[config.mk]
export PLATFORM = sky130hd
export DESIGN_NAME = gdcc_ctrl
export DESIGN_NICKNAME = d
export VERILOG_FILES = /design/src/rtl/gdcc_pkg.sv /design/src/rtl/gdcc_ctrl.sv
export SDC_FILE = /design/constraint.sdc
export NUM_CORES = 1
export LEC_CHECK = 0
export ABC_AREA = 1
export BUFFER_PORTS_ARGS = -buffer_cell sky130_fd_sc_hd__buf_2
export CAP_MARGIN = 30
export CORE_AREA = 2 2 39 41
export CTS_CLUSTER_DIAMETER = 80
export DETAILED_ROUTE_END_ITERATION = 10
export DIE_AREA = 0 0 41 43
export PLACE_DENSITY_LB_ADDON = 0.05
export RECOVER_POWER = 50
export REMOVE_ABC_BUFFERS = 1
export SLEW_MARGIN = 20
export SYNTH_ARGS = -nofsm -noshare
export SYNTH_HDL_FRONTEND = slang
export SYNTH_SLANG_ARGS = --single-unit
export TNS_END_PERCENT = 100
[constraint.sdc]
create_clock -name clock -period 2.9 [get_ports clock]
set_input_delay 0.58 -clock clock [delete_from_list [all_inputs] [get_ports clock]]
set_output_delay 0.58 -clock clock [all_outputs]
set_load 0.02 [all_outputs]
[src/rtl/gdcc_pkg.sv]
`timescale 1ns / 1ps
// ----------------------------------------------------------------------------
// gdcc_pkg
// Shared types, codes and the round/saturate helper of the gated depthwise
// causal convolution block.
// ----------------------------------------------------------------------------
package gdcc_pkg;

   localparam int DATA_W = 16;
   localparam int PROD_W = 32;
   localparam int ACC_W  = 40;
   localparam int CH_W   = 8;
   localparam int TAP_W  = 4;

   localparam int unsigned SHIFT_Q12 = 12;
   localparam int unsigned SHIFT_Q14 = 14;

   localparam logic FUNC_LOAD   = 1'b0;
   localparam logic FUNC_SAMPLE = 1'b1;

   localparam logic signed [ACC_W-1:0] SAT_MAX = 40'sd32767;
   localparam logic signed [ACC_W-1:0] SAT_MIN = -40'sd32768;

   typedef struct packed {
      logic                     sat;
      logic signed [DATA_W-1:0] value;
   } rnd_type;

   // Controller to datapath
   typedef struct packed {
      logic clr_step;   // write one zero entry of the history memory
      logic load_wr;    // write the incoming weight
      logic capture;    // latch a sample item
      logic mul_bh;     // multiply b_gate by h_value
      logic rnd_y;      // round the gated input
      logic tap_issue;  // issue one tap read into the MAC pipeline
      logic rnd_z;      // round the accumulated sum
      logic mul_cz;     // multiply c_gate by z
      logic out_load;   // load the result register
   } gdcc_cmd_type;

   // Datapath to controller
   typedef struct packed {
      logic clr_last;
      logic ch_ok;
      logic tap_ok;
      logic last_tap;
      logic pipe_busy;
      logic out_free;
   } gdcc_status_type;

   // Add half an LSB, floor shift, then clamp to 16 bits signed.
   function automatic rnd_type round_sat(input logic signed [ACC_W-1:0] x,
                                         input int unsigned sh);
      logic signed [ACC_W-1:0] half;
      logic signed [ACC_W-1:0] r;
      rnd_type                 o;
      half = ACC_W'(1) << (sh - 1);
      r = x + half;
      r = r >>> sh;
      if (r > SAT_MAX) begin
         o.sat   = 1'b1;
         o.value = 16'sh7fff;
      end else if (r < SAT_MIN) begin
         o.sat   = 1'b1;
         o.value = 16'sh8000;
      end else begin
         o.sat   = 1'b0;
         o.value = r[DATA_W-1:0];
      end
      return o;
   endfunction

endpackage

[src/rtl/gdcc_ctrl.sv]
`timescale 1ns / 1ps
// ----------------------------------------------------------------------------
// gdcc_ctrl
// Sequencer: history clearing pass after reset, item intake, then the gate
// multiply, tap MAC loop, output multiply and result hand-off.
// ----------------------------------------------------------------------------
module gdcc_ctrl (
   input  logic                     clock,
   input  logic                     reset,
   input  logic                     req_valid,
   input  logic                     req_func,
   output logic                     req_stall,
   input  gdcc_pkg::gdcc_status_type status,
   output gdcc_pkg::gdcc_cmd_type    cmd
);
   import gdcc_pkg::*;

   typedef enum logic [3:0] {
      ST_CLEAR,
      ST_IDLE,
      ST_MUL_Y,
      ST_RND_Y,
      ST_MAC,
      ST_DRAIN,
      ST_RND_Z,
      ST_MUL_O,
      ST_OUTPUT
   } state_type;

   state_type state_ff;
   state_type state_in;
   logic      accept;

   assign req_stall = (state_ff != ST_IDLE);
   assign accept    = req_valid && !req_stall;

   always_comb begin
      cmd      = '0;
      state_in = state_ff;
      unique case (state_ff)
         ST_CLEAR: begin
            cmd.clr_step = 1'b1;
            if (status.clr_last) begin
               state_in = ST_IDLE;
            end
         end
         ST_IDLE: begin
            if (accept && status.ch_ok) begin
               if (req_func == FUNC_LOAD) begin
                  cmd.load_wr = status.tap_ok;
               end else begin
                  cmd.capture = 1'b1;
                  state_in    = ST_MUL_Y;
               end
            end
         end
         ST_MUL_Y: begin
            cmd.mul_bh = 1'b1;
            state_in   = ST_RND_Y;
         end
         ST_RND_Y: begin
            cmd.rnd_y = 1'b1;
            state_in  = ST_MAC;
         end
         ST_MAC: begin
            cmd.tap_issue = 1'b1;
            if (status.last_tap) begin
               state_in = ST_DRAIN;
            end
         end
         ST_DRAIN: begin
            if (!status.pipe_busy) begin
               state_in = ST_RND_Z;
            end
         end
         ST_RND_Z: begin
            cmd.rnd_z = 1'b1;
            state_in  = ST_MUL_O;
         end
         ST_MUL_O: begin
            cmd.mul_cz = 1'b1;
            state_in   = ST_OUTPUT;
         end
         ST_OUTPUT: begin
            // hold until the result register can take the item
            if (status.out_free) begin
               cmd.out_load = 1'b1;
               state_in     = ST_IDLE;
            end
         end
         default: begin
            state_in = ST_IDLE;
         end
      endcase
   end

   always_ff @(posedge clock) begin
      if (reset) begin
         state_ff <= ST_CLEAR;
      end else begin
         state_ff <= state_in;
      end
   end

   assert property (@(posedge clock) disable iff (reset)
      (state_ff == ST_MAC && !status.last_tap) |=> state_ff == ST_MAC)
      else $error("tap loop left early");

   assert property (@(posedge clock) disable iff (reset)
      cmd.capture |-> req_func == FUNC_SAMPLE && status.ch_ok)
      else $error("capture of a non-sample item");

   assert property (@(posedge clock) disable iff (reset)
      $fell(req_stall) |-> $past(state_ff) == ST_CLEAR || $past(state_ff) == ST_OUTPUT)
      else $error("intake reopened mid-item");

endmodule

# After elaboration in Yosys (flattened, before gate mapping)

Index checks and enable logic that the tools add are counted.

Bits in registers: 4
Input port bits: 10
Logic and storage cells: 40

Eq/ne operators: 15
Multiplexer cells: 19
Reduce and logical (&&, ||, !) cells: 5

Operators by type and width:

| operator           | count |
|---|---|
| $pmux 4 s9         | 1 |
| $mux 4             | 6 |
| $eq 4x3->1 const B | 4 |
| $ne 2x2->1 const B | 6 |
| $mux 1             | 10 |
| $eq 4x2->1 const B | 2 |
| $reduce_and 6->1   | 1 |
| $eq 4x1->1 const B | 1 |
| $eq 4x4->1 const B | 1 |
| $logic_not 4->1    | 1 |
| $mux 2             | 2 |
| $ne 4x1->1 const B | 1 |
| $logic_and 1x1->1  | 2 |
| $logic_not 1->1    | 1 |

# Depth between registers and ports, before layout

Depth after elaboration: 6
Depth in mapped cells: 10

# Worst setup path before layout

Ideal clock, no wire load.

Path kind: in2out
Start point: input port status[0] (netlist bit)
End point: output port cmd[0] (netlist bit)
Arrival time: 1294 ps
Data required time: 2320 ps
Path slack: 1026 ps
Cell stages on the path: 2
Path through: inv_1 -> nor4_1

RTL lines:

| element            | line            | source |
|---|---|---|
| start: declaration | gdcc_ctrl.sv:13 | `input gdcc_pkg::gdcc_status_type status,` |
| end: declaration   | gdcc_ctrl.sv:14 | `output gdcc_pkg::gdcc_cmd_type cmd` |

==> metrics <==
Worst Setup End Kind=output pin; Util after Layout=between 30% and 40%; R2R cell count=9; Syn Inst Count=around 60; Fill cells=~180; Setup Fix Bufs, Post-CTS=0; worst min path class=input pin to flop; Cell variety after synth=13; sequential cell area fraction in the yosys report=about a quarter; Mapped Area=between 300 and 400 um^2; CTS Buffer Depth=2; CP top delay family=simple AND/OR/NAND/NOR gates; worst-margin pin slew=around 0.29 ns; hold_sp=reset; worst flop-to-flop path startpoint=state_ff[2]; chip height=approximately 43 um; initial antenna violation count=0; syn avg cell area=between 5 and 6 um^2; Final Wtd Congestion=~0.72; Layout Area Growth over Synthesis=40.2%; GR Util All Layers=10.9%; drc violations=0; Worst slew margin=about 81%; TritonCTS clock tree=done; warning count from the yosys run=0; Core ar.=about 1400 um^2; post-synth top area cell=dfxtp_1; layout cells sized above 1=30.9%; Largest register FFs=4; Rows=14; Clock Latency Late Sink=0.23 ns; Final #Nets=between 90 and 100; RSZ-0062 raised after global routing=false; root buffer cell=clkbuf_4; grt total ovfl=0; Fmax=approximately 0.52 GHz; Top Registers=state_ff x4; Peak VDD IR=between 0.2 and 0.3 mV; max cap viols=0; hold path cells=2; CP Data Arrival Time=1.35 ns; pwr dens=~800 nW/um^2; LEAKAGE=0.000256 uW; top cells by area, synth=dfxtp_1 (25%), inv_1 (16%), nand2_1 (15%); Critical Path Source=state_ff[0]; WP depth=4; Critical Path Max Stage Delay=approximately 0.37 ns; num ports=20; status=finished clean; wire length per cell=about 8.6 um; Starting DRT DRC Count=2; vias in the first global route=321; CP cell instances=nor2_2 -> inv_1 -> nor4_1 -> buf_2; I/O Buffers=19; Worst Skew=between 0.005 and 0.006 ns; DR vias=417; cts bufs inserted=3; Worst path slowest cell=dfxtp_1; fin crit share=66.6%; drt first pass iters=4; final WL=835 um; Die ar.=approximately 1800 um^2; endpoints failing setup=0; Final Critical Period=a little under 2 ns; final hold vios=0; dpl hpwl=717 um; #FFs+latches synth=4; global-route wire length before repair=approximately 1.3 mm; CTS Hold Bufs=0; Post-CTS Resized=0; Die X=41 um; Initial Utilization=about a quarter; R2R Setup Slk=~1.7 ns; Worst Setup Start Kind=flop; setup tns final=0 ns; number of inserted diodes=0; Slew Limit Fails=0; FF/Latch Area=80.1 um^2; Worst-path clk slew=0.04 ns; ANT nets after route=0; kind of critical path=flop to output pin; area of the multi-input gates=~180 um^2; worst reg2reg endpoint=state_ff[0]; Worst Hold End=state_ff[3]; Via density=4.30; CP Buf/Inv Count=2; Max FO, Critical Path=7; H-tree Lvls=1; Sink Count=4; Synth top area share=between 20% and 30%; CP Data Required Time=around 2.3 ns; Biggest register=state_ff; largest net degree at the start of global routing=8
## per-layer routing
layer	part of all wire, %	global-route usage (%)	vias up	wire [um]
li1	-	-	225	-
met1	48	14.6	178	399
met2	45	14.1	14	372
met3	7.4	4.71	0	62
met4	0	6.00	0	0
met5	0	0	-	0
## Yosys cell counts
cell type   n
nand3_1     4
dfxtp_1     4
nand4_1     1
nand2_1    13
nand2_2     1
a21oi_1     2
nor4_1      1
nor3_1      5
nor2_1      8
nand3_2     1
inv_1      14
inv_2       1
nor2_2      4
## how the worst max path moves through the flow
stage	to	slack [ns]
3_5_place_dp	cmd[0]	1.17
6_report	cmd[0]	0.97
5_1_grt	cmd[2]	0.80
3_3_place_gp	cmd[0]	1.15
4_1_cts	cmd[0]	0.93
2_1_floorplan	cmd[0]	1.03
## per-stage QoR
step                power, uW  hold WS [ns]  worst slack [ns]  std cells  cell area, um^2
finish                    367         0.551             0.970         97              454
global route              404         0.569             0.805         97              454
CTS                       387         0.545             0.930         97              462
detailed placement        315         0.552              1.17         94              439
global placement          320         0.566              1.15         94              439
floorplan                 254         0.510              1.03         59              324
## cells in the final DEF, fill, tap and decap left out
master	instances
dfxtp_1	4
nor2_1	9
nor3_1	5
inv_2	1
nand4_1	1
clkbuf_1	2
inv_1	14
a21oi_1	2
nor4_1	1
nor2_2	3
nand2_1	14
nand3_2	1
buf_2	17
nand3_1	4
clkbuf_4	3
## final cells by class
| type | count | share of cell area (%) |
|---|---|---|
| clock buffers | 3 | 4.96 |
| repair buffers | 19 | 20.4 |
| inverters | 15 | 12.4 |
| multi-input cells | 40 | 40.2 |
| well taps | 16 | 4.41 |
| flip-flops and latches | 4 | 17.6 |
## report_power, final
group | internal [uW] | switching, uW
combinational | 69.9 | 139
clock | 46.1 | 20.8
sequential | 69.1 | 22.0
## cell families (layout without fill, tap and decap cells)
logic type,Yosys count,after routing,synth area share (%)
AO/OA/AOI/OAI,2,2,3.09
buffers and inverters,15,37,17.4
flip-flops,4,4,24.7
AND/OR/NAND/NOR,38,38,54.8
(Power assumes the default switching activity.)
